==> src/hw/rtl/base64_stream_decoder_assert.svh <==
// ----------------------------------------------------------------------------
// base64_stream_decoder assertion macros
// Concurrent assertion helpers, clocked on clk and disabled during reset.
// ----------------------------------------------------------------------------
`ifndef BASE64_STREAM_DECODER_ASSERT_SVH
`define BASE64_STREAM_DECODER_ASSERT_SVH

// same-cycle implication
`define B64D_ASSERT_IMP(lbl, ante, cons, msg) \
	lbl: assert property (@(posedge clk) disable iff (!arst_n) (ante) |-> (cons)) \
		else $error(msg);

// next-cycle implication
`define B64D_ASSERT_NEXT(lbl, ante, cons, msg) \
	lbl: assert property (@(posedge clk) disable iff (!arst_n) (ante) |=> (cons)) \
		else $error(msg);

`endif

==> src/hw/rtl/b64d_pkg.sv <==
// ----------------------------------------------------------------------------
// b64d_pkg
// Shared types, character constants and symbol lookup for the base64 decoder.
// ----------------------------------------------------------------------------
package b64d_pkg;

	localparam logic [7:0] CH_CR    = 8'h0D;
	localparam logic [7:0] CH_LF    = 8'h0A;
	localparam logic [7:0] CH_PAD   = 8'h3D; // '='
	localparam logic [7:0] CH_PLUS  = 8'h2B;
	localparam logic [7:0] CH_SLASH = 8'h2F;
	localparam logic [7:0] CH_MINUS = 8'h2D;
	localparam logic [7:0] CH_UNDER = 8'h5F;
	localparam logic [7:0] CH_ASCII_MAX = 8'd127;

	localparam logic [5:0] SYM_62 = 6'h3E;
	localparam logic [5:0] SYM_63 = 6'h3F;

	// configuration register indexes
	localparam logic REG_URL_SAFE = 1'b0;
	localparam logic REG_CAPACITY = 1'b1;

	// final status codes
	localparam logic [1:0] ST_OK      = 2'd0;
	localparam logic [1:0] ST_INVALID = 2'd1;
	localparam logic [1:0] ST_NOSPACE = 2'd2;

	typedef struct packed {
		logic       ok;
		logic [5:0] value;
	} b64d_sym_t;

	// results of one input character: up to three bytes, then an optional status
	typedef struct packed {
		logic [2:0][7:0] data;
		logic [1:0]      n_data;
		logic            has_status;
		logic [1:0]      code;
	} b64d_bundle_t;

	function automatic b64d_sym_t sym_lookup(input logic [7:0] c);
		b64d_sym_t s;
		s.ok    = 1'b1;
		s.value = '0;
		if (c > CH_ASCII_MAX) begin
			s.ok = 1'b0;
		end else if (c >= 8'h41 && c <= 8'h5A) begin
			s.value = 6'(c - 8'h41);
		end else if (c >= 8'h61 && c <= 8'h7A) begin
			s.value = 6'(c - 8'h61 + 8'd26);
		end else if (c >= 8'h30 && c <= 8'h39) begin
			s.value = 6'(c - 8'h30 + 8'd52);
		end else if (c == CH_PLUS || c == CH_MINUS) begin
			s.value = SYM_62;
		end else if (c == CH_SLASH || c == CH_UNDER) begin
			s.value = SYM_63;
		end else begin
			s.ok = 1'b0;
		end
		return s;
	endfunction

endpackage

==> src/hw/rtl/base64_stream_decoder.sv <==
// ----------------------------------------------------------------------------
// base64_stream_decoder
// Streaming base64 decoder, standard or URL-safe alphabet, with a byte budget.
// ----------------------------------------------------------------------------
// Usage:
//   Slave stream carries one character per transaction in s_tdata[7:0];
//   s_tlast marks the final character of an encoded string. CR and LF are
//   skipped. The master stream returns decoded bytes (m_tuser = 0) and, after
//   the final character, one status transaction (m_tuser = 1, m_tlast = 1)
//   with code 0 ok, 1 invalid format, 2 not enough space. Discard the bytes
//   of a run whose status is nonzero.
//   A taken character waits in the input register, then its results load into
//   the result register. Throughput: one character per cycle while m_tready
//   is high, except after a completed quad (three bytes) or the end of a string
//   (up to four results), as the single result register drains one per cycle.
//   Receiver stall: the result register holds, the input register fills, and
//   s_tready drops until the pending results leave.
//   Reset clears the stream state and sets the standard alphabet and full
//   capacity. Write the configuration port only while the block is idle.
// ----------------------------------------------------------------------------
`include "base64_stream_decoder_assert.svh"

module base64_stream_decoder import b64d_pkg::*; #(
	parameter int COUNT_WIDTH = 16
) (
	input  logic                   clk,
	input  logic                   arst_n,
	input  logic                   s_tvalid,
	output logic                   s_tready,
	input  logic [7:0]             s_tdata,   // [7:0] char_in
	input  logic                   s_tlast,   // last_char
	output logic                   m_tvalid,
	input  logic                   m_tready,
	output logic [15:0]            m_tdata,   // [7:0] out_byte, [9:8] status_code
	output logic                   m_tuser,   // [0] is_status
	output logic                   m_tlast,   // end_of_run
	input  logic                   cfg_we,
	input  logic                   cfg_index,
	input  logic [COUNT_WIDTH-1:0] cfg_data
);

	logic                   url_q;
	logic [COUNT_WIDTH-1:0] cap_q;
	logic                   in_v_q;
	logic [7:0]             in_ch_q;
	logic                   in_last_q;
	logic                   can_load;
	logic                   advance;
	b64d_bundle_t           bundle;

	assign advance  = in_v_q && can_load;
	assign s_tready = !in_v_q || advance;

	always_ff @(posedge clk or negedge arst_n) begin
		if (!arst_n) begin
			url_q <= 1'b0;
			cap_q <= {COUNT_WIDTH{1'b1}};
		end else if (cfg_we) begin
			unique case (cfg_index)
				REG_URL_SAFE: url_q <= cfg_data[0];
				REG_CAPACITY: cap_q <= cfg_data;
				default: ;
			endcase
		end
	end

	always_ff @(posedge clk or negedge arst_n) begin
		if (!arst_n) begin
			in_v_q <= 1'b0;
		end else if (s_tvalid && s_tready) begin
			in_v_q <= 1'b1;
		end else if (advance) begin
			in_v_q <= 1'b0;
		end
	end

	always_ff @(posedge clk) begin
		if (s_tvalid && s_tready) begin
			in_ch_q   <= s_tdata;
			in_last_q <= s_tlast;
		end
	end

	b64d_core #(
		.COUNT_WIDTH(COUNT_WIDTH)
	) u_core (
		.clk      (clk),
		.arst_n   (arst_n),
		.url_mode (url_q),
		.capacity (cap_q),
		.ch       (in_ch_q),
		.last     (in_last_q),
		.advance  (advance),
		.bundle   (bundle)
	);

	b64d_serial u_serial (
		.clk      (clk),
		.arst_n   (arst_n),
		.load_req (in_v_q),
		.bundle   (bundle),
		.can_load (can_load),
		.m_tvalid (m_tvalid),
		.m_tready (m_tready),
		.m_tdata  (m_tdata),
		.m_tuser  (m_tuser),
		.m_tlast  (m_tlast)
	);

	// input only stalls behind pending results
	`B64D_ASSERT_IMP(a_stall_has_output, !s_tready, m_tvalid,
		"input stalled with no pending result")
	// a status transaction is the final result of its bundle
	`B64D_ASSERT_IMP(a_status_frees, m_tvalid && m_tready && m_tuser, can_load,
		"status transaction did not free the result register")
	// an accepted character is held for decode
	`B64D_ASSERT_NEXT(a_in_held, s_tvalid && s_tready, in_v_q,
		"accepted character lost from input register")

endmodule

==> src/hw/rtl/b64d_core.sv <==
// ----------------------------------------------------------------------------
// b64d_core
// Stream state (accumulator, phase, padding, error, byte count) and the
// single-pass decode of one held character into a result bundle.
// ----------------------------------------------------------------------------
module b64d_core import b64d_pkg::*; #(
	parameter int COUNT_WIDTH = 16
) (
	input  logic                   clk,
	input  logic                   arst_n,
	input  logic                   url_mode,
	input  logic [COUNT_WIDTH-1:0] capacity,
	input  logic [7:0]             ch,
	input  logic                   last,
	input  logic                   advance,
	output b64d_bundle_t           bundle
);

	localparam int CW = COUNT_WIDTH;
	localparam logic [CW:0] CNT_MAX = {(CW+1){1'b1}};

	logic [23:0] acc_q;
	logic [1:0]  phase_q;
	logic [1:0]  pad_q;
	logic        ferr_q;
	logic [CW:0] cnt_q;

	logic [23:0] acc_n;
	logic [1:0]  phase_n;
	logic [1:0]  pad_n;
	logic        ferr_n;
	logic [CW:0] cnt_n;

	b64d_sym_t       sym;
	logic            wrong_alpha;
	logic            quad;
	logic [2:0][7:0] cand;
	logic [1:0]      n_cand;
	logic [1:0]      n_emit;
	logic [CW+1:0]   cnt_ext;
	logic [CW+1:0]   cap_ext;
	logic [CW+1:0]   cnt_sum;
	logic            e0, e1, e2;

	assign sym = sym_lookup(ch);
	assign wrong_alpha = url_mode ? (ch == CH_PLUS || ch == CH_SLASH)
	                              : (ch == CH_MINUS || ch == CH_UNDER);

	always_comb begin
		acc_n   = acc_q;
		phase_n = phase_q;
		pad_n   = pad_q;
		ferr_n  = ferr_q;
		quad    = 1'b0;
		if (!ferr_q && ch != CH_CR && ch != CH_LF) begin
			if (ch == CH_PAD) begin
				if (pad_q >= 2'd2) ferr_n = 1'b1;
				else pad_n = pad_q + 2'd1;
			end else if (pad_q != 2'd0) begin
				ferr_n = 1'b1;
			end else if (wrong_alpha || !sym.ok) begin
				ferr_n = 1'b1;
			end else begin
				acc_n   = {acc_q[17:0], sym.value};
				phase_n = phase_q + 2'd1;
				quad    = (phase_q == 2'd3);
			end
		end
	end

	// candidate bytes: a completed quad, or the tail on the last character
	always_comb begin
		cand   = '0;
		n_cand = 2'd0;
		if (quad) begin
			cand   = {acc_n[7:0], acc_n[15:8], acc_n[23:16]};
			n_cand = 2'd3;
		end else if (last && !ferr_n) begin
			if (phase_n == 2'd3) begin
				cand   = {8'h00, acc_n[9:2], acc_n[17:10]};
				n_cand = 2'd2;
			end else if (phase_n == 2'd2) begin
				cand   = {8'h00, 8'h00, acc_n[11:4]};
				n_cand = 2'd1;
			end
		end
	end

	// bytes pass while the running count stays below capacity
	assign cnt_ext = {1'b0, cnt_q};
	assign cap_ext = {2'b00, capacity};
	assign e0 = cnt_ext < cap_ext;
	assign e1 = (cnt_ext + (CW+2)'(1)) < cap_ext;
	assign e2 = (cnt_ext + (CW+2)'(2)) < cap_ext;
	assign cnt_sum = cnt_ext + (CW+2)'(n_cand);
	assign cnt_n = (cnt_sum > {1'b0, CNT_MAX}) ? CNT_MAX : cnt_sum[CW:0];

	always_comb begin
		n_emit = 2'd0;
		if (n_cand > 2'd0 && e0) n_emit = 2'd1;
		if (n_cand > 2'd1 && e1) n_emit = 2'd2;
		if (n_cand > 2'd2 && e2) n_emit = 2'd3;
	end

	always_comb begin
		bundle.data       = cand;
		bundle.n_data     = n_emit;
		bundle.has_status = last;
		if (ferr_n || phase_n == 2'd1) bundle.code = ST_INVALID;
		else if ({1'b0, cnt_n} > cap_ext) bundle.code = ST_NOSPACE;
		else bundle.code = ST_OK;
	end

	always_ff @(posedge clk or negedge arst_n) begin
		if (!arst_n) begin
			acc_q   <= '0;
			phase_q <= '0;
			pad_q   <= '0;
			ferr_q  <= 1'b0;
			cnt_q   <= '0;
		end else if (advance) begin
			if (last) begin
				acc_q   <= '0;
				phase_q <= '0;
				pad_q   <= '0;
				ferr_q  <= 1'b0;
				cnt_q   <= '0;
			end else begin
				acc_q   <= acc_n;
				phase_q <= phase_n;
				pad_q   <= pad_n;
				ferr_q  <= ferr_n;
				cnt_q   <= cnt_n;
			end
		end
	end

endmodule

==> src/hw/rtl/b64d_serial.sv <==
// ----------------------------------------------------------------------------
// b64d_serial
// Result register: holds one bundle; drains one transaction per ready cycle.
// ----------------------------------------------------------------------------
module b64d_serial import b64d_pkg::*; (
	input  logic         clk,
	input  logic         arst_n,
	input  logic         load_req,
	input  b64d_bundle_t bundle,
	output logic         can_load,
	output logic         m_tvalid,
	input  logic         m_tready,
	output logic [15:0]  m_tdata,  // [7:0] out_byte, [9:8] status_code, rest zero
	output logic         m_tuser,  // [0] is_status
	output logic         m_tlast   // end_of_run
);

	b64d_bundle_t bnd_q;
	logic [2:0]   left_q;
	logic [1:0]   pos_q;
	logic         is_stat;
	logic         load;
	logic [7:0]   byte_out;
	logic [1:0]   code_out;

	assign m_tvalid = (left_q != 3'd0);
	assign can_load = (left_q == 3'd0) || (left_q == 3'd1 && m_tready);
	assign load     = load_req && can_load;

	assign is_stat  = (pos_q >= bnd_q.n_data);
	assign byte_out = is_stat ? 8'h00 : bnd_q.data[pos_q];
	assign code_out = is_stat ? bnd_q.code : ST_OK;

	assign m_tdata = {6'b000000, code_out, byte_out};
	assign m_tuser = is_stat;
	assign m_tlast = is_stat;

	always_ff @(posedge clk) begin
		if (load) bnd_q <= bundle;
	end

	always_ff @(posedge clk or negedge arst_n) begin
		if (!arst_n) begin
			left_q <= '0;
			pos_q  <= '0;
		end else if (load) begin
			left_q <= {1'b0, bundle.n_data} + {2'b00, bundle.has_status};
			pos_q  <= '0;
		end else if (m_tvalid && m_tready) begin
			// advance to the next result of the bundle
			left_q <= left_q - 3'd1;
			pos_q  <= pos_q + 2'd1;
		end
	end

endmodule
==> config.mk <==
export PLATFORM = sky130hd
export DESIGN_NAME = base64_stream_decoder
export DESIGN_NICKNAME = d
export VERILOG_FILES = /design/src/hw/rtl/b64d_pkg.sv /design/src/hw/rtl/base64_stream_decoder.sv /design/src/hw/rtl/b64d_core.sv /design/src/hw/rtl/b64d_serial.sv
export VERILOG_INCLUDE_DIRS = /design/src /design/src/hw/rtl
export SDC_FILE = /design/constraint.sdc
export NUM_CORES = 1
export LEC_CHECK = 0
export BUFFER_PORTS_ARGS = -buffer_cell sky130_fd_sc_hd__buf_2
export CAP_MARGIN = 20
export CORE_MARGIN = 2
export CORE_UTILIZATION = 36
export CTS_CLUSTER_SIZE = 8
export DETAILED_ROUTE_END_ITERATION = 10
export PLACE_DENSITY = 0.61
export SYNTH_ARGS = -nofsm -noshare
export SYNTH_HDL_FRONTEND = slang
export SYNTH_SLANG_ARGS = --single-unit
==> constraint.sdc <==
create_clock -name clk -period 10.5 [get_ports clk]
set_input_delay 1.05 -clock clk [delete_from_list [all_inputs] [get_ports clk]]
set_output_delay 1.05 -clock clk [all_outputs]
set_load 0.05 [all_outputs]
==> impl_metrics.csv <==
group,metric,value,unit
global_routing,grt_pass1_wl,31.7,mm
logic_synthesis,synth_xor_area_share,5.24,%
critical_path,worstPathMaxFanout,30,
global_routing,overflow,0,
critical_path,arrival,6950,ps
placed_design,place_ws,3740,ps
global_routing,antenna_found_initial,0,
hold_path,hold_path.startpoint,"u_serial.left_q[0]$_DFFE_PN0P_",
logic_synthesis,synth_compound_area_share,20.4,%
routing,drt-initial-drc-count,493,
logic_synthesis,synthFlopType,"dfrtp_1",
logic_synthesis,syn_inst,856,
critical_path,startpoint_type,"register",
critical_path,worstSetupPathType,"register to register",
sta,period_needed,6850,ps
placed_design,placedCellCount,1133,
layout,layout-drive-gt1-share,14.0,%
clocking,htree_levels,3,
sta,finalSetupViolCount,0,
routing,vias,6281,
floorplan,io_pins,51,
clocking,cts_resized,0,
hold_path,hold_class,"register to register",
clocking,postCtsHoldBufs,0,
routing,drt_wl_total,19.5,mm
floorplan,initial_core_util,36.3,%
sta,rsz0062_at_grt,"no",
clocking,clk_latency,360,ps
power,p_leak,3.79,nW
clocking,root_buffer,"clkbuf_16",
power,intPower,0.904,mW
sta,finalMaxSlewViolations,0,
floorplan,dieArea,23000,µm²
routing,wl_per_cell,16.9,µm
floorplan,die_y,152,µm
placed_design,portBuffers,44,
power,p_switching,0.736,mW
logic_synthesis,synth-edff-count,37,
layout,layout.cells.non_filler,1149,
layout,n_antenna_cell,0,
routing,drt_pass1_iterations,5,
clocking,cts_tree,"built",
hold_path,hold-path-endpoint,"u_serial.left_q[0]$_DFFE_PN0P_",
sta,worst_slew_pin_slew,882,ps
sta,final_hold_viol_count,0,
sta,relSlewSlack,41.0,%
hold_path,holdPathStages,1,
critical_path,r2r_slack,3650,ps
power,swShare,44.9,%
floorplan,core,21600,µm²
floorplan,die_w,152,µm
sta,finalWorstSetupSlack,3650,ps
routing,drtAntennaViolNets,0,
logic_synthesis,yosys_warnings,0,
logic_synthesis,synth-async-reset-ratio,63.0,%
logic_synthesis,synthSimpleGateAreaFrac,15.2,%
power,pwr-share-seq,38.1,%
global_routing,grt_start_max_net_pins,64,
critical_path,r2r_cells,26,
logic_synthesis,syn_area,7850,µm²
power,combPwrFrac,41.4,%
routing,via_per_inst,5.47,
power,pwr-share-clk,20.5,%
clocking,clock_sinks,100,
critical_path,r2r-start,"in_ch_q[2]$_DFFE_PP_",
logic_synthesis,yosysUniqueCellTypes,75,
sta,fmaxAchievable,146,MHz
critical_path,startpoint,"in_ch_q[2]$_DFFE_PP_",
floorplan,rows,54,
critical_path,timing.rr.end,"u_serial.bnd_q[1]$_SDFFCE_PP0P_",
global_routing,grt_usage,17.7,%
logic_synthesis,ys_seq_area_share,34.5,%
critical_path,worstPathRequired,10600,ps
sta,finalCritPeriodShare,65.3,%
routing,drcViolationCount,0,
logic_synthesis,synth_top_family_by_area,"compound AO/OA/AOI/OAI gates",
global_routing,first_global_vias,6015,
logic_synthesis,ys_ff_latch,100,
power,pwr_density_cell,193,nW/µm²
layout,fin_nets,981,
clocking,clkSlewWorstSetupHoldPaths,70,ps
clocking,cts.path.max_buffers,2,
sta,setup_tns,0,ps
status,status,"finished clean",
logic_synthesis,synth.area.mux_share,5.18,%
critical_path,endpoint_kind,"register",
logic_synthesis,avgSynthCellArea,9.17,µm²
power,irDropWorstVdd,0.000121,V
placed_design,gp_congestion,0.882,
sta,holdWs,521,ps
layout,area_delta_synth_final,8.09,%
flow_run,max_cap_viol_count,0,
clocking,cts_buffers,9,
placed_design,dp_hpwl,14.3,mm
logic_synthesis,yosys.area_share.adder,13.8,%
sta,skew,6.98,ps
clocking,cts_setup_buffers,0,
## power groups by stage
| stage | registers, mW | clock network (mW) | logic [mW] |
|---|---|---|---|
| after floorplan | 0.575 | 0 | 0.562 |
| after global placement | 0.629 | 0 | 0.675 |
| after detailed placement | 0.632 | 0 | 0.684 |
| after global routing | 0.639 | 0.361 | 0.760 |
| final | 0.624 | 0.336 | 0.679 |
| after CTS | 0.624 | 0.347 | 0.686 |
## synth_stat cells (10+ instances only)
cell type	count	share of area [%]
a22oi_1	19	1.8
a22o_1	12	1.3
xor2_1	22	2.5
nor3_1	12	0.76
ha_1	85	14
dfstp_2	16	5.4
dfrtp_1	47	15
mux2_2	21	3.0
mux2i_1	17	2.2
buf_2	12	0.76
nand2_1	84	4.0
nor2b_1	11	0.88
inv_1	41	2.0
nand3_1	14	0.89
and3_1	10	0.80
o21ai_0	53	3.4
nand2b_1	14	1.1
a31oi_1	20	1.6
edfxtp_1	37	14
nor2_1	59	2.8
a21o_1	14	1.3
xnor2_1	25	2.8
a21oi_1	56	3.6
clkbuf_1	31	1.5
## logic make-up (layout without fill, tap and decap cells)
| family | Yosys count | in the layout |
|---|---|---|
| compound gates | 241 | 241 |
| xor+xnor | 47 | 47 |
| fa+ha+maj | 86 | 86 |
| buf+inv | 100 | 108 |
| flops | 100 | 100 |
| mux | 38 | 38 |
| other cells | 1 | 6 |
| simple gates | 243 | 243 |
## cells in the final DEF (no fill, tap or decap), types with 6 or more instances in the layout
| cell | count |
|---|---|
| a22o_1 | 12 |
| nor3_1 | 12 |
| a22oi_1 | 19 |
| a211oi_1 | 7 |
| o22a_1 | 7 |
| o21ai_0 | 53 |
| and2_1 | 9 |
| clkbuf_16 | 9 |
| o211ai_1 | 7 |
| mux2_2 | 21 |
| ha_1 | 85 |
| inv_1 | 41 |
| dfrtp_1 | 47 |
| edfxtp_1 | 37 |
| dfstp_2 | 16 |
| xor2_1 | 22 |
| nand3_1 | 14 |
| a21o_1 | 14 |
| nor2b_1 | 11 |
| buf_2 | 44 |
| and3_1 | 10 |
| o21a_1 | 9 |
| xnor2_1 | 25 |
| mux2i_1 | 17 |
| nand2_1 | 84 |
| nand4_1 | 8 |
| conb_1 | 6 |
| buf_4 | 6 |
| a31oi_1 | 20 |
| nor2_1 | 59 |
| a21oi_1 | 56 |
| nand2b_1 | 14 |
## final cells by class
cell class | instances | area [µm²]
Tap cell | 280 | 350
Multi-Input combinational cell | 661 | 4720
Clock buffer | 9 | 225
Sequential cell | 100 | 2710
Fill cell | 2210 | 13100
Clock inverter | 7 | 65.1
Timing Repair Buffer | 50 | 265
Inverter | 42 | 158
## per-layer routing
| layer | vias up | routed length (µm) | GRT usage [%] |
|---|---|---|---|
| met1 | 3017 | 9060 | 23.9 |
| met5 | - | 0 | 0 |
| met4 | 0 | 300 | 4.21 |
| li1 | 3100 | - | - |
| met3 | 24 | 829 | 3.26 |
| met2 | 140 | 9280 | 29.3 |
## per-stage QoR
step / total power, mW / util [%] / area (µm²)
after floorplan: 1.14 / - / 7870
after global placement: 1.30 / 37.9 / 8200
after detailed placement: 1.32 / 37.9 / 8200
after CTS: 1.66 / 39.3 / 8490
after global routing: 1.76 / 39.3 / 8490
final: 1.64 / 39.3 / 8490
## worst max-delay path, cell delays in order, from the launching register on
cell      delay [ps]
edfxtp_1         530
inv_1            170
ha_1             320
a21oi_1          260
a311oi_2         100
nor3_2           570
o211ai_1         160
buf_4            250
nor2_1           700
o21a_1           260
ha_1             230
a21o_1           220
and4_1           250
and3_1           270
and3_1           280
nand2_1           80
buf_4            300
nand2_1          130
ha_1             300
nor2b_1          140
o21a_1           160
o21a_1           160
o21a_1           160
o21a_1           160
o21a_1           160
o21ai_0          150
a31oi_1          100
## flip-flops by register name, summed over array words and instances (netlist names)
signal           flops
u_core.cnt_q        17
u_core.ferr_q        1
u_core.phase_q       2
u_serial.pos_q       2
in_v_q               1
u_serial.left_q      3
u_core.acc_q        18
in_ch_q              8
u_serial.bnd_q      28
in_last_q            1
url_q                1
u_core.pad_q         2
cap_q               16
## worst max path at each step
stage	slack (ps)	endpoint	cells after the start
after CTS	3720	u_serial.bnd_q[1]$_SDFFCE_PP0P_	26
after global routing	3120	u_serial.bnd_q[1]$_SDFFCE_PP0P_	26
after floorplan	4750	u_serial.bnd_q[1]$_SDFFCE_PP0P_	28
final	3650	u_serial.bnd_q[1]$_SDFFCE_PP0P_	26
after detailed placement	3740	u_serial.bnd_q[1]$_SDFFCE_PP0P_	26
after global placement	3900	u_serial.bnd_q[1]$_SDFFCE_PP0P_	26
(Power assumes the default switching activity.)
